[config.mk]
export PLATFORM = sky130hd
export DESIGN_NAME = beacon_ssid_extractor
export DESIGN_NICKNAME = d
export VERILOG_FILES = /design/src/hw/rtl/bse_pkg.sv /design/src/hw/rtl/beacon_ssid_extractor.sv
export SDC_FILE = /design/constraint.sdc
export NUM_CORES = 1
export LEC_CHECK = 0
export BUFFER_PORTS_ARGS = -buffer_cell sky130_fd_sc_hd__buf_2
export CORE_MARGIN = 3
export CORE_UTILIZATION = 60
export CTS_CLUSTER_DIAMETER = 120
export DETAILED_ROUTE_END_ITERATION = 10
export PLACE_DENSITY = 0.88
export SLEW_MARGIN = 20
export SYNTH_ARGS = -nofsm -noshare
export SYNTH_HDL_FRONTEND = slang
export SYNTH_SLANG_ARGS = --single-unit
[constraint.sdc]
create_clock -name clk -period 11.5 [get_ports clk]
set_input_delay 0.575 -clock clk [delete_from_list [all_inputs] [get_ports clk]]
set_output_delay 0.575 -clock clk [all_outputs]
set_load 0.05 [all_outputs]
[src/hw/rtl/bse_pkg.sv]
package bse_pkg;

  localparam int MAX_SSID_BYTES = 32;
  localparam int FRAME_MAX   = 4095;
  localparam int STORE_DEPTH = 32;
  localparam int IE_START    = 24 + 12;
  localparam int BSSID_FIRST = 16;
  localparam int BSSID_LAST  = 21;
  localparam int SSID_LIMIT  = (MAX_SSID_BYTES < STORE_DEPTH) ? MAX_SSID_BYTES : STORE_DEPTH;

  localparam int POS_W   = 12;
  localparam int IDX_W   = 5;
  localparam int LEN_W   = 6;
  localparam int BSSID_W = 48;

  localparam logic [1:0] FC_TYPE_MGMT      = 2'b00;
  localparam logic [3:0] FC_SUB_BEACON     = 4'h8;
  localparam logic [3:0] FC_SUB_PROBE_RESP = 4'h5;
  localparam logic [7:0] EID_SSID          = 8'h00;

  typedef enum logic [1:0] {
    ST_SSID       = 2'd0,
    ST_NOT_BEACON = 2'd1,
    ST_SHORT      = 2'd2,
    ST_NO_SSID    = 2'd3
  } status_t;

  typedef enum logic [1:0] {
    PH_ID   = 2'd0,
    PH_LEN  = 2'd1,
    PH_BODY = 2'd2,
    PH_STOP = 2'd3
  } phase_t;

  function automatic logic fc_wanted(input logic [7:0] fc);
    fc_wanted = (fc[3:2] == FC_TYPE_MGMT) &&
                ((fc[7:4] == FC_SUB_BEACON) || (fc[7:4] == FC_SUB_PROBE_RESP));
  endfunction

  function automatic logic ssid_len_ok(input logic [7:0] len);
    ssid_len_ok = (len != 8'd0) && ({24'd0, len} <= 32'(SSID_LIMIT));
  endfunction

endpackage

[src/hw/rtl/beacon_ssid_extractor.sv]
// channel  direction  ports                                         handshake
// in       input      in_frame_byte, in_last_byte                   in_valid / in_ready
// out      output     out_status, out_bssid, out_ssid_length,       out_valid / out_ready
//                     out_ssid_index, out_ssid_byte, out_run_last
//
// one frame byte per cycle; the walk state updates in the cycle the byte is taken
// an ssid run leaves one result per cycle from the result register while out_ready is
// high; input is held off until the last byte of the run is loaded, output stalls included
// any last byte is held off while the result register is full and not being drained;
// other bytes pass unless an ssid run is going out
// rst_n is synchronous, active low; the ssid store has no reset
module beacon_ssid_extractor (
  input  logic        clk,
  input  logic        rst_n,
  input  logic        in_valid,
  output logic        in_ready,
  input  logic [7:0]  in_frame_byte,
  input  logic        in_last_byte,
  output logic        out_valid,
  input  logic        out_ready,
  output logic [1:0]  out_status,
  output logic [47:0] out_bssid,
  output logic [5:0]  out_ssid_length,
  output logic [4:0]  out_ssid_index,
  output logic [7:0]  out_ssid_byte,
  output logic        out_run_last
);

  localparam int PW = bse_pkg::POS_W;
  localparam int IW = bse_pkg::IDX_W;
  localparam int LW = bse_pkg::LEN_W;
  localparam int BW = bse_pkg::BSSID_W;

  // frame walk state
  logic [PW-1:0]     pos_r, pos_nxt;
  logic [7:0]        fc_r, fc_nxt;
  bse_pkg::phase_t   phase_r, phase_nxt;
  logic [7:0]        eid_r, eid_nxt;
  logic [7:0]        erem_r, erem_nxt;
  logic [7:0]        etot_r, etot_nxt;
  logic [BW-1:0]     bssid_r, bssid_nxt;
  logic              done_r, done_nxt;
  // bssid including this byte, before the frame-end clear
  logic [BW-1:0]     bssid_seen;

  // ssid store, written during the element body
  logic [7:0]        ssid_store_r [bse_pkg::STORE_DEPTH];
  logic              store_we;
  logic [IW-1:0]     store_addr;

  // run emitter
  logic              run_active_r, run_active_nxt;
  logic [IW-1:0]     run_idx_r, run_idx_nxt;
  logic [LW-1:0]     run_len_r, run_len_nxt;
  logic [BW-1:0]     run_bssid_r, run_bssid_nxt;

  // result register
  logic              out_valid_r, out_valid_nxt;
  logic [1:0]        out_status_r, out_status_nxt;
  logic [BW-1:0]     out_bssid_r, out_bssid_nxt;
  logic [LW-1:0]     out_len_r, out_len_nxt;
  logic [IW-1:0]     out_idx_r, out_idx_nxt;
  logic [7:0]        out_byte_r, out_byte_nxt;
  logic              out_last_r, out_last_nxt;

  logic              in_fire;
  logic              run_load;
  logic              run_final;
  logic              run_start;
  logic              status_emit;
  bse_pkg::status_t  status_code;
  logic [7:0]        body_idx;
  logic              body_cap;
  logic [7:0]        erem_dec;

  // a last byte may need the result slot; any other byte never does
  assign in_ready = !run_active_r && (!in_last_byte || !out_valid_r || out_ready);
  assign in_fire  = in_valid && in_ready;

  assign run_load  = run_active_r && (!out_valid_r || out_ready);
  assign run_final = (({1'b0, run_idx_r}) + LW'(1)) == run_len_r;

  assign body_idx = etot_r - erem_r;
  assign body_cap = (eid_r == bse_pkg::EID_SSID) && bse_pkg::ssid_len_ok(etot_r);
  assign erem_dec = erem_r - 8'd1;

  always_comb begin
    pos_nxt        = pos_r;
    fc_nxt         = fc_r;
    phase_nxt      = phase_r;
    eid_nxt        = eid_r;
    erem_nxt       = erem_r;
    etot_nxt       = etot_r;
    bssid_nxt      = bssid_r;
    bssid_seen     = bssid_r;
    done_nxt       = done_r;
    store_we       = 1'b0;
    store_addr     = body_idx[IW-1:0];
    run_start      = 1'b0;
    status_emit    = 1'b0;
    status_code    = bse_pkg::ST_NOT_BEACON;
    run_bssid_nxt  = run_bssid_r;

    if (in_fire) begin
      if (!done_r) begin
        if (pos_r == '0) begin
          fc_nxt = in_frame_byte;
        end
        // bssid bytes shift in from the low end
        if ((pos_r >= PW'(bse_pkg::BSSID_FIRST)) && (pos_r <= PW'(bse_pkg::BSSID_LAST))) begin
          bssid_seen = {bssid_r[BW-9:0], in_frame_byte};
          bssid_nxt  = bssid_seen;
        end
        // information element walk
        if ((pos_r >= PW'(bse_pkg::IE_START)) && bse_pkg::fc_wanted(fc_r)) begin
          case (phase_r)
            bse_pkg::PH_ID: begin
              eid_nxt   = in_frame_byte;
              phase_nxt = bse_pkg::PH_LEN;
            end
            bse_pkg::PH_LEN: begin
              etot_nxt  = in_frame_byte;
              erem_nxt  = in_frame_byte;
              phase_nxt = (in_frame_byte == 8'd0) ? bse_pkg::PH_ID : bse_pkg::PH_BODY;
            end
            bse_pkg::PH_BODY: begin
              store_we = body_cap;
              erem_nxt = erem_dec;
              if (erem_dec == 8'd0) begin
                phase_nxt = bse_pkg::PH_ID;
                if (body_cap) begin
                  // complete ssid element: hand it to the run emitter
                  run_start     = 1'b1;
                  run_bssid_nxt = bssid_r;
                  done_nxt      = 1'b1;
                  phase_nxt     = bse_pkg::PH_STOP;
                end
              end
            end
            default: begin
            end
          endcase
        end
      end

      if (in_last_byte) begin
        if (!done_r && !run_start) begin
          status_emit = 1'b1;
          if ((pos_r == '0) || !bse_pkg::fc_wanted(fc_r)) begin
            status_code = bse_pkg::ST_NOT_BEACON;
          end else if (pos_r < PW'(bse_pkg::IE_START - 1)) begin
            status_code = bse_pkg::ST_SHORT;
          end else begin
            status_code = bse_pkg::ST_NO_SSID;
          end
        end
        // frame end: back to the start of the next frame
        pos_nxt   = '0;
        fc_nxt    = 8'd0;
        phase_nxt = bse_pkg::PH_ID;
        eid_nxt   = 8'd0;
        erem_nxt  = 8'd0;
        etot_nxt  = 8'd0;
        bssid_nxt = '0;
        done_nxt  = 1'b0;
      end else if (pos_r < PW'(bse_pkg::FRAME_MAX)) begin
        // position saturates on oversize frames
        pos_nxt = pos_r + PW'(1);
      end
    end
  end

  // run emitter and result register
  always_comb begin
    run_active_nxt = run_active_r;
    run_idx_nxt    = run_idx_r;
    run_len_nxt    = run_len_r;
    out_valid_nxt  = out_valid_r && !out_ready;
    out_status_nxt = out_status_r;
    out_bssid_nxt  = out_bssid_r;
    out_len_nxt    = out_len_r;
    out_idx_nxt    = out_idx_r;
    out_byte_nxt   = out_byte_r;
    out_last_nxt   = out_last_r;

    if (run_load) begin
      // the byte itself is read from the store in the clocked block
      out_valid_nxt  = 1'b1;
      out_status_nxt = bse_pkg::ST_SSID;
      out_bssid_nxt  = run_bssid_r;
      out_len_nxt    = run_len_r;
      out_idx_nxt    = run_idx_r;
      out_last_nxt   = run_final;
      run_idx_nxt    = run_idx_r + IW'(1);
      if (run_final) begin
        run_active_nxt = 1'b0;
      end
    end

    if (run_start) begin
      run_active_nxt = 1'b1;
      run_idx_nxt    = '0;
      run_len_nxt    = etot_r[LW-1:0];
    end

    if (status_emit) begin
      // status item carries the bssid as updated by this byte
      out_valid_nxt  = 1'b1;
      out_status_nxt = status_code;
      out_bssid_nxt  = bssid_seen;
      out_len_nxt    = '0;
      out_idx_nxt    = '0;
      out_byte_nxt   = 8'd0;
      out_last_nxt   = 1'b1;
    end
  end

  always_ff @(posedge clk) begin
    if (!rst_n) begin
      pos_r        <= '0;
      fc_r         <= 8'd0;
      phase_r      <= bse_pkg::PH_ID;
      eid_r        <= 8'd0;
      erem_r       <= 8'd0;
      etot_r       <= 8'd0;
      bssid_r      <= '0;
      done_r       <= 1'b0;
      run_active_r <= 1'b0;
      run_idx_r    <= '0;
      run_len_r    <= '0;
      out_valid_r  <= 1'b0;
    end else begin
      pos_r        <= pos_nxt;
      fc_r         <= fc_nxt;
      phase_r      <= phase_nxt;
      eid_r        <= eid_nxt;
      erem_r       <= erem_nxt;
      etot_r       <= etot_nxt;
      bssid_r      <= bssid_nxt;
      done_r       <= done_nxt;
      run_active_r <= run_active_nxt;
      run_idx_r    <= run_idx_nxt;
      run_len_r    <= run_len_nxt;
      out_valid_r  <= out_valid_nxt;
    end
  end

  // payload registers, no reset
  always_ff @(posedge clk) begin
    run_bssid_r  <= run_bssid_nxt;
    out_status_r <= out_status_nxt;
    out_bssid_r  <= out_bssid_nxt;
    out_len_r    <= out_len_nxt;
    out_idx_r    <= out_idx_nxt;
    out_last_r   <= out_last_nxt;
    // a run load never meets a status item: input is held off during a run
    if (run_load) begin
      out_byte_r <= ssid_store_r[run_idx_r];
    end else begin
      out_byte_r <= out_byte_nxt;
    end
    if (store_we) begin
      ssid_store_r[store_addr] <= in_frame_byte;
    end
  end

  assign out_valid       = out_valid_r;
  assign out_status      = out_status_r;
  assign out_bssid       = out_bssid_r;
  assign out_ssid_length = out_len_r;
  assign out_ssid_index  = out_idx_r;
  assign out_ssid_byte   = out_byte_r;
  assign out_run_last    = out_last_r;

endmodule

==> results of run 1 <==
==> placed cells by master (no fill, tap or decap), types with 3 or more instances in the layout <==
| cell | synthesis | final |
|---|---|---|
| xnor2_1 | 14 | 14 |
| o21ai_0 | 34 | 34 |
| nand2_1 | 60 | 58 |
| nand4_1 | 5 | 5 |
| clkinv_1 | 0 | 3 |
| nand3_1 | 23 | 23 |
| a31oi_1 | 10 | 9 |
| buf_2 | 9 | 84 |
| ha_1 | 14 | 14 |
| nand2_2 | 1 | 3 |
| nor3_1 | 17 | 17 |
| or3_1 | 8 | 8 |
| nor2_1 | 84 | 82 |
| mux2_4 | 46 | 46 |
| dfxtp_1 | 123 | 120 |
| nand2b_1 | 4 | 4 |
| clkbuf_16 | 0 | 46 |
| edfxtp_1 | 362 | 362 |
| inv_1 | 17 | 17 |
| and3_1 | 5 | 5 |
| mux2_2 | 48 | 48 |
| nor2b_1 | 14 | 14 |
| mux2i_1 | 11 | 11 |
| bufinv_16 | 0 | 7 |
| nor4_1 | 4 | 4 |
| clkinvlp_4 | 0 | 7 |
| o221a_2 | 48 | 48 |
| xor2_1 | 18 | 18 |
| clkinv_2 | 0 | 8 |
| nand4b_1 | 3 | 3 |
| clkinv_4 | 0 | 4 |
| clkbuf_1 | 48 | 5 |
| o2111ai_1 | 6 | 6 |
| a21oi_1 | 45 | 45 |
| buf_4 | 0 | 14 |
| mux4_2 | 80 | 80 |
==> cells by family (layout without fill, tap and decap cells) <==
family	Yosys count	count (layout)	synth area share
and+or+nand+nor	245	245	0.0595
AOI/OAI and AO/OA	167	167	0.0629
muxes	185	185	0.159
xor gates and xnor gates	32	32	0.0141
adders and majority gates	15	15	0.00985
buffers and inverters	88	202	0.0219
DFF	485	485	0.673
==> stage by stage <==
step / area (um^2) / std cells / util / hold slack, ns
after CTS: 22200 / 1765 / 0.692 / 0.327
after global routing: 22200 / 1766 / 0.693 / 0.363
after global placement: 20600 / 1679 / 0.641 / 0.443
after detailed placement: 20600 / 1679 / 0.641 / 0.455
after floorplan: 19800 / 1217 / - / 0.425
final: 22200 / 1766 / 0.693 / 0.341
==> worst min path at each step <==
stage | to | startpoint | cells after the start
CTS | run_active_r$_SDFFE_PN0P_ | rst_n | 3
global route | run_active_r$_SDFFE_PN0P_ | rst_n | 3
global placement | run_bssid_r[47]$_DFFE_PP_ | bssid_r[47]$_SDFFE_PN0P_ | 0
finish | run_active_r$_SDFFE_PN0P_ | rst_n | 3
floorplan | run_bssid_r[40]$_DFFE_PP_ | bssid_r[40]$_SDFFE_PN0P_ | 0
detailed placement | out_ssid_length[1]$_SDFFE_PP0P_ | out_ssid_length[1]$_SDFFE_PP0P_ | 2
==> synth_stat cells, types with 3 or more instances <==
master,number
nand4b_1,3
o221a_2,48
o21a_1,3
mux2_2,48
xor2_1,18
nand2b_1,4
nand2_1,60
mux2_4,46
nor4_1,4
nand4_1,5
mux4_2,80
buf_2,9
nor3_1,17
mux2i_1,11
a31oi_1,10
buf_12,4
nor2b_1,14
o2111ai_1,6
clkbuf_1,48
inv_1,17
dfxtp_1,123
xnor2_1,14
ha_1,14
o21ai_0,34
and3_1,5
nor2_1,84
nand3_1,23
a21oi_1,45
or3_1,8
edfxtp_1,362
buf_1,7
==> cell type report <==
class	instances	area, um^2	area share
Tap cell	435	544	0.0245
Sequential cell	485	13300	0.600
Clock buffer	52	1180	0.0533
Timing Repair Buffer	99	553	0.0249
Clock inverter	34	447	0.0201
Multi-Input combinational cell	644	6090	0.274
Inverter	17	63.8	0.00287
==> tightest hold or removal path, cell delays in order <==
cell and delay, ns:
buf_2 0.15, nand2_1 0.08, o32ai_1 0.06
==> registers in the layout, summed over array words and instances, names as in the netlist, named ones only <==
signal	count
out_ssid_length	6
phase_r	2
out_bssid	48
pos_r	12
run_active_r	1
run_bssid_r	48
out_status	2
erem_r	8
out_run_last	1
eid_r	8
fc_r	6
run_idx_r	5
etot_r	8
out_valid	1
run_len_r	6
out_ssid_byte	8
out_ssid_index	5
ssid_store_r	256
done_r	1
bssid_r	48
==> power by group through the flow <==
stage               Sequential (mW)  Clock, mW  Combinational, mW
floorplan                      1.95          0             0.0579
global placement               1.93          0              0.122
detailed placement             1.93          0              0.124
CTS                            1.89       1.62              0.125
global route                   1.89       1.70              0.134
finish                         1.89       1.62              0.126
==> layer usage <==
layer	up-vias	routed length [um]
met5	-	0
met4	0	1650
met3	121	3940
met2	779	23200
met1	5776	17600
li1	4918	-
==> flow_metrics.tcl, run 1 <==
set metrics [dict create \
    port_buffers 84 \
    slowest_delay_ns 0.72 \
    met1_usage 0.358 \
    dp_hpwl_um 26200 \
    grt_pass1_vias 11800 \
    ir_worst_vdd_uv 111 \
    ant_nets 0 \
    worst_pin_slew_ns 1.02 \
    hp-class "in -> reg" \
    globalRouteOverflowTotal 0 \
    ys_ff_latch 485 \
    crit_path_start "phase_r[0]$_SDFFE_PN0P_" \
    post_cts_buffers 0 \
    crit_family "simple AND/OR/NAND/NOR gates" \
    start_kind "flop" \
    syn_area_per_cell_um2 16.3 \
    cts_resized 0 \
    top_usage_layer "met2" \
    worstPathRequired_ns 11.67 \
    fillers 1963 \
    clk_path_buf_depth 3 \
    synth_cell_types 60 \
    nets 1321 \
    period_share 0.319 \
    drt_iter0_drc 1274 \
    finalPower_mw 3.63 \
    slowest_stage "nor2_1" \
    report.final.setup_viol 0 \
    grt_pass1_wl_um 72200 \
    rrSetupSlack_ns 7.83 \
    place_congestion 0.858 \
    yosysTopAreaCell "edfxtp_1" \
    outcome "complete, no violations" \
    hold_violations 0 \
    viasPerCell 6.57 \
    drv_cap 0 \
    rr_endpoint "ssid_store_r[13][2]$_DFFE_PP_" \
    die-area_mm2 0.0352 \
    sequentialPowerShare 0.520 \
    synth.area.top_cells "edfxtp_1, dfxtp_1, mux4_2" \
    timing.setup.tns_ns 0 \
    floorplan.initialDensity 0.618 \
    max_clock_freq_mhz 272 \
    switching_share 0.220 \
    synth_nets 1245 \
    drv_slew 0 \
    drtPass1Iterations 8 \
    slew_headroom 0.320 \
    synth_area_mm2 0.0198 \
    drive_gt1_frac 0.312 \
    yosysWarningCount 0 \
    vias 11600 \
    netlist.area_leader.share 0.549 \
    routed_wl_um 46400 \
    globalRouteMet2Util 0.443 \
    dieHeight_um 188 \
    arrival_ns 3.84 \
    cp_max_fo 20 \
    grt_max_degree 65 \
    power_frac_clock 0.445 \
    rr_startpoint "phase_r[0]$_SDFFE_PN0P_" \
    cts_tree "built" \
    worstSkewPairLatency_ns 0.58 \
    syn2layout_area_growth_pct 12.2 \
    grt_setup_unrepaired "no" \
    crit_end "ssid_store_r[13][2]$_DFFE_PP_" \
    crit_type "reg -> reg" \
    grt_use_total 0.264 \
    std_cell_rows 65 \
    cts_root_buffer "clkbuf_16" \
    yosys_most_used_dff "edfxtp_1" \
    clkSinkCount 485 \
    r2r_cells 7 \
    drc 0 \
    pwr-share-comb 0.035 \
    fin_crit_ns 3.67 \
    use_met3 0.0385 \
    dp_slack_ns 7.89 \
    antenna_cells 0 \
    cellLeakagePower_nw 7.54 \
    crit_chain "inv_1, ha_1, nand4_1, nor3_4, nand3_1, or3_1, nor2_1" \
    p_per_area_mw_per_mm2 163 \
    layout_setup_ws_ns 7.83 \
    cp.buffers_inverters 1 \
    synth_enable_flop_cells 362 \
    wl_per_cell_um 26.3 \
    yosysSeqAreaShare 0.673 \
    coreArea_mm2 0.0320 \
    synthCells 1217 \
    antenna_found_initial 0 \
    clk_pin_slew_ns 0.07 \
    async_flop_share 0 \
    crit_cells 7 \
    hold_buffers 0 \
    internal-power_mw 2.83 \
    crit_path_end_kind "flop" \
    power.switching_mw 0.800 \
    skew_ns 0.0418 \
    cts_max_level 2 \
    die_w_um 188 \
    cts_made_buffers 46 \
    ios 85 \
]
Power figures use the tool's default switching activity.
==> run 2, diff against run 1 <==
Settings changed: CORE_UTILIZATION 60 to 55, PLACE_DENSITY 0.88 to 0.85.
Clock period 11.5 ns to 3.1 ns, I/O delays scaled along.
==> run 2 against run 1 <==
Against the previous run: worst setup slack got worse by 7.7 ns; register-to-register slack lost 7.7 ns; clock skew fell by 0.020 ns; maximum frequency grew 25%; via count down 0.20%; routed wire length decreased by 3.0%; largest cell class unchanged; highest routed layer unchanged; die area up 8.8%; non-clock buffer count grew 49; cell count increased by 3.8%; core utilization fell by 4.9 points; sequential share of layout area down 1.0 points.
==> flow_metrics.tcl, run 2 (synthesis gave the netlist of run 1 again) <==
set metrics [dict create \
    ir_worst_vdd_uv 421 \
    antenna_found_initial 0 \
    largest_reg_flops 256 \
    die_w_um 196 \
    cts_made_buffers 45 \
    die-area_mm2 0.0383 \
    hold_violations 0 \
    drc 0 \
    timing.setup.tns_ns 0 \
    dieHeight_um 196 \
    pwr-share-comb 0.038 \
    viasPerCell 6.31 \
    switching_share 0.211 \
    slew_headroom 0.360 \
    worstSkewPairLatency_ns 0.56 \
    finalPower_mw 13.1 \
    internal-power_mw 10.3 \
    worstPathRequired_ns 3.36 \
    grt_use_total 0.234 \
    drtPass1Iterations 5 \
    multi_input_area_mm2 0.00610 \
    regMostFlops "ssid_store_r" \
    start_kind "flop" \
    routedLengthMet1_um 17300 \
    wl_met2_um 22400 \
    clk_pin_slew_ns 0.07 \
    layout_commonest_cell "edfxtp_1" \
    drv_slew 0 \
    max_clock_freq_mhz 340 \
    fillers 2271 \
    post_dp_cell_area_mm2 0.0211 \
    clk_path_buf_depth 3 \
    crit_path_end_kind "flop" \
    highest_layer "met4" \
    final_util 0.645 \
    coreArea_mm2 0.0351 \
    skew_ns 0.0219 \
    globalRouteOverflowTotal 0 \
    cts_max_level 2 \
    drt_iter0_drc 1341 \
    floorplan.initialDensity 0.565 \
    grt_pass1_vias 11500 \
    report.final.setup_viol 0 \
    period_share 0.948 \
    port_buffers 84 \
    grt_max_degree 52 \
    dp_cells 1748 \
    std_cell_rows 68 \
    final_area_mm2 0.0226 \
    stdcell_count 1833 \
    worst_pin_slew_ns 0.959 \
    clkSinkCount 485 \
    ios 85 \
    vias 11600 \
    outcome "complete, no violations" \
    antenna_cells 0 \
    layout_common_cells "edfxtp_1, dfxtp_1, buf_2" \
    cellLeakagePower_nw 7.78 \
    grt_pass1_wl_um 69500 \
    cts_root_buffer "clkbuf_16" \
    dp_slack_ns 0.0661 \
    regArea_mm2 0.0133 \
    fin_crit_ns 2.94 \
    wl_per_cell_um 24.6 \
    routed_wl_um 45000 \
    syn2layout_area_growth_pct 14.1 \
    drive_gt1_frac 0.329 \
    cp_max_fo 8 \
    wl_met3_um 3880 \
    grt_setup_unrepaired "no" \
    dp_hpwl_um 26900 \
    layout_setup_ws_ns 0.162 \
    whs_ns 0.121 \
    cts_tree "built" \
    power.switching_mw 2.76 \
    power_frac_clock 0.427 \
    post_cts_buffers 0 \
    crit_type "reg -> reg" \
    arrival_ns 3.19 \
    drv_cap 0 \
    place_congestion 0.902 \
    sequentialPowerShare 0.535 \
    ant_nets 0 \
    hp-class "in -> reg" \
    nets 1369 \
    p_per_area_mw_per_mm2 579 \
]
[run 2: cell count changes in the layout (fill, tap and decap cells not counted), moves of 2 or more]
cell	previous run	this run
buf_12	0	10
buf_4	14	53
bufinv_16	7	5
clkbuf_1	5	13
clkbuf_8	1	4
clkinv_16	2	0
clkinv_2	8	6
clkinv_4	4	2
clkinv_8	0	2
clkinvlp_4	7	2
xor2_1	18	16
xor2_2	0	2
[run 2: cell type report]
cell class	count	area share
flip-flops and latches	485	0.590
multi-input cells	644	0.270
repair buffers	148	0.0455
clock buffers	62	0.0544
inverters	17	0.00282
well taps	455	0.0252
clock inverters	22	0.0119
[run 2: final timing paths]
path | start | endpoint | cells after the start | slack (ns)
worst max register to register | etot_r[1]$_SDFFE_PN0P_ | ssid_store_r[11][6]$_DFFE_PP_ | 7 | 0.16
worst max-delay path | etot_r[1]$_SDFFE_PN0P_ | ssid_store_r[11][6]$_DFFE_PP_ | 7 | 0.16
worst min register to register | out_ssid_index[1]$_SDFFE_PP0P_ | out_ssid_index[1]$_SDFFE_PP0P_ | 2 | 0.47
worst min-delay path | out_ready | out_valid$_SDFF_PN0_ | 3 | 0.12
[run 2: critical path, cell delays in order, from the launching register on]
cell	delay, ns
dfxtp_1	0.36
or4_4	0.55
o21a_1	0.21
nor3_4	0.28
and3_1	0.27
nand3b_1	0.44
nor2_1	0.32
buf_4	0.21
[run 2: power groups by stage]
stage	Clock, mW	Sequential, mW	Combinational [mW]
2_1_floorplan	0	7.23	0.215
3_3_place_gp	0	7.14	0.466
3_5_place_dp	0	7.14	0.477
4_1_cts	5.65	7.00	0.484
5_1_grt	5.88	7.00	0.522
6_report	5.59	7.00	0.493
[run 2: repair_timing]
item	in CTS	in global routing
endpoints found under the setup margin	8	207
hold buffers	1	0
gates resized for setup	0	4
endpoints found under the hold margin	3	0
[run 2: metal layers]
layer  global-route usage  vias up
met5                    0        -
met4               0.0819        0
met3               0.0471      117
met2                0.387      621
met1                0.314     5814
li1                     -     5019
==> run 3, diff against run 2 <==
==> constraint.sdc (replaced) <==
create_clock -name clk -period 3.1 [get_ports clk]
set_input_delay 0.31 -clock clk [delete_from_list [all_inputs] [get_ports clk]]
set_output_delay 0.31 -clock clk [all_outputs]
set_load 0.05 [all_outputs]
==> run 3 against run 2 <==
Against the previous run: clock power up 5.7%; via count rose by 1.3%; critical path depth did not move; die area unchanged; cell count about the same.
==> flow_metrics.tcl, run 3 (synthesis gave the netlist of run 1 again) <==
set metrics [dict create \
    outcome "complete, no violations" \
    vias 11700 \
    layout_common_cells "edfxtp_1, dfxtp_1, buf_2" \
    drv_cap 0 \
    wl_met2_um 23200 \
    cp_max_fo 8 \
    highest_layer "met5" \
    hold_buffers 0 \
    worst_pin_slew_ns 0.885 \
    ir_worst_vdd_uv 452 \
    floorplan.initialDensity 0.565 \
    routedLengthMet1_um 17600 \
    layout_commonest_cell "edfxtp_1" \
    routed_wl_um 45800 \
    slowest_stage "or4_4" \
    clkSinkCount 485 \
    whs_ns 0.0853 \
    regArea_mm2 0.0133 \
    crit_path_start "etot_r[1]$_SDFFE_PN0P_" \
    dieHeight_um 196 \
    wl_met3_um 3740 \
    slowest_delay_ns 0.56 \
    hold_violations 0 \
    crit_family "simple AND/OR/NAND/NOR gates" \
    skew_ns 0.0277 \
    rr_startpoint "etot_r[1]$_SDFFE_PN0P_" \
    std_cell_rows 68 \
    ios 85 \
    ant_nets 0 \
    place_congestion 0.889 \
    cts_made_buffers 45 \
    globalRouteOverflowTotal 0 \
    clk_pin_slew_ns 0.07 \
    port_buffers 84 \
    drt_iter0_drc 1422 \
    crit_cells 7 \
    clk_path_buf_depth 3 \
    arrival_ns 3.25 \
    fillers 2234 \
    drtPass1Iterations 6 \
    p_per_area_mw_per_mm2 591 \
    multi_input_area_mm2 0.00609 \
    syn2layout_area_growth_pct 14.5 \
    grt_setup_unrepaired "no" \
    drive_gt1_frac 0.335 \
    fin_crit_ns 3.00 \
    max_clock_freq_mhz 333 \
    rr_endpoint "ssid_store_r[3][1]$_DFFE_PP_" \
    cp.buffers_inverters 1 \
    r2r_cells 7 \
    die_w_um 196 \
    worstSkewPairLatency_ns 0.57 \
    nets 1370 \
    start_kind "flop" \
    coreArea_mm2 0.0351 \
    period_share 0.968 \
    crit_chain "or4_4, o21a_1, nor3_4, and3_1, nand3b_1, nor2_1, buf_4" \
    report.final.setup_viol 0 \
    largest_reg_flops 256 \
    antenna_cells 0 \
    wl_per_cell_um 25.0 \
    crit_type "reg -> reg" \
    viasPerCell 6.39 \
    drv_slew 0 \
    die-area_mm2 0.0383 \
    regMostFlops "ssid_store_r" \
    timing.setup.tns_ns 0 \
    rrSetupSlack_ns 0.1 \
    antenna_found_initial 2 \
    hp-class "in -> reg" \
    crit_path_end_kind "flop" \
    grt_use_total 0.237 \
    worstPathRequired_ns 3.35 \
    grt_pass1_wl_um 70900 \
    grt_pass1_vias 11800 \
    crit_end "ssid_store_r[3][1]$_DFFE_PP_" \
    cts_root_buffer "clkbuf_16" \
    cellLeakagePower_nw 7.83 \
    cts_max_level 2 \
    grt_max_degree 59 \
    cts_tree "built" \
    drc 0 \
    dp_hpwl_um 26900 \
    slew_headroom 0.408 \
]
-- run 3: cell types whose count changed in the layout (fill, tap and decap cells not counted), moves of 2 or more --
cell / change
clkinv_2: +3
clkbuf_1: -7
bufinv_16: +3
buf_12: -2
buf_4: +4
-- run 3: worst min path at each step --
stage                             startpoint                            to  slack [ns]  depth (start not counted)
CTS                                    rst_n     run_active_r$_SDFFE_PN0P_        0.07                          3
detailed placement  bssid_r[45]$_SDFFE_PN0P_     run_bssid_r[45]$_DFFE_PP_        0.44                          0
finish                                 rst_n     run_active_r$_SDFFE_PN0P_        0.09                          3
global route                           rst_n     run_active_r$_SDFFE_PN0P_        0.08                          3
global placement    bssid_r[42]$_SDFFE_PN0P_     run_bssid_r[42]$_DFFE_PP_        0.44                          0
floorplan                   in_frame_byte[0]  ssid_store_r[0][0]$_DFFE_PP_        0.41                          0
-- run 3: area by class of cell --
class                   count  share of cell area
clock buffers              56              0.0542
clock inverters            28              0.0164
inverters                  17             0.00281
multi-input cells         644               0.269
flip-flops and latches    485               0.588
well taps                 455              0.0251
repair buffers            149              0.0445
-- run 3: through the flow --
stage	worst slack, ns	instance area [um^2]	std cells	utilization	power, mW
after CTS	0.0319	22700	1834	0.647	13.4
after floorplan	0.0927	19800	1217	-	7.44
after detailed placement	0.115	21100	1750	0.601	7.62
after global placement	0.185	21100	1750	0.601	7.61
after global routing	0.0413	22700	1834	0.647	13.7
final	0.0999	22700	1834	0.647	13.4
-- run 3: timing repair --
item	4_1_cts	5_1_grt
hold endpoints to repair	0	0
gates resized for setup	0	3
endpoints found under the setup margin	0	112
buffers inserted	0	0
-- run 3: power breakdown --
part	internal [mW]	total, mW	switching (mW)
sequential	6.98	7.00	0.0203
clock	3.51	5.91	2.41
combinational	0.115	0.488	0.373
total	10.6	13.4	2.80
-- run 3: worst reg2reg max path, stage by stage (launching register included) --
cell	delay [ns]
dfxtp_1	0.36
or4_4	0.56
o21a_1	0.21
nor3_4	0.28
and3_1	0.29
nand3b_1	0.46
nor2_1	0.31
buf_4	0.22
-- run 3: per-layer routing --
metal / track usage / up-vias
met1: 0.317 / 5950
met5: 0 / -
met2: 0.400 / 613
met4: 0.0742 / 4
met3: 0.0410 / 116
li1: - / 5036
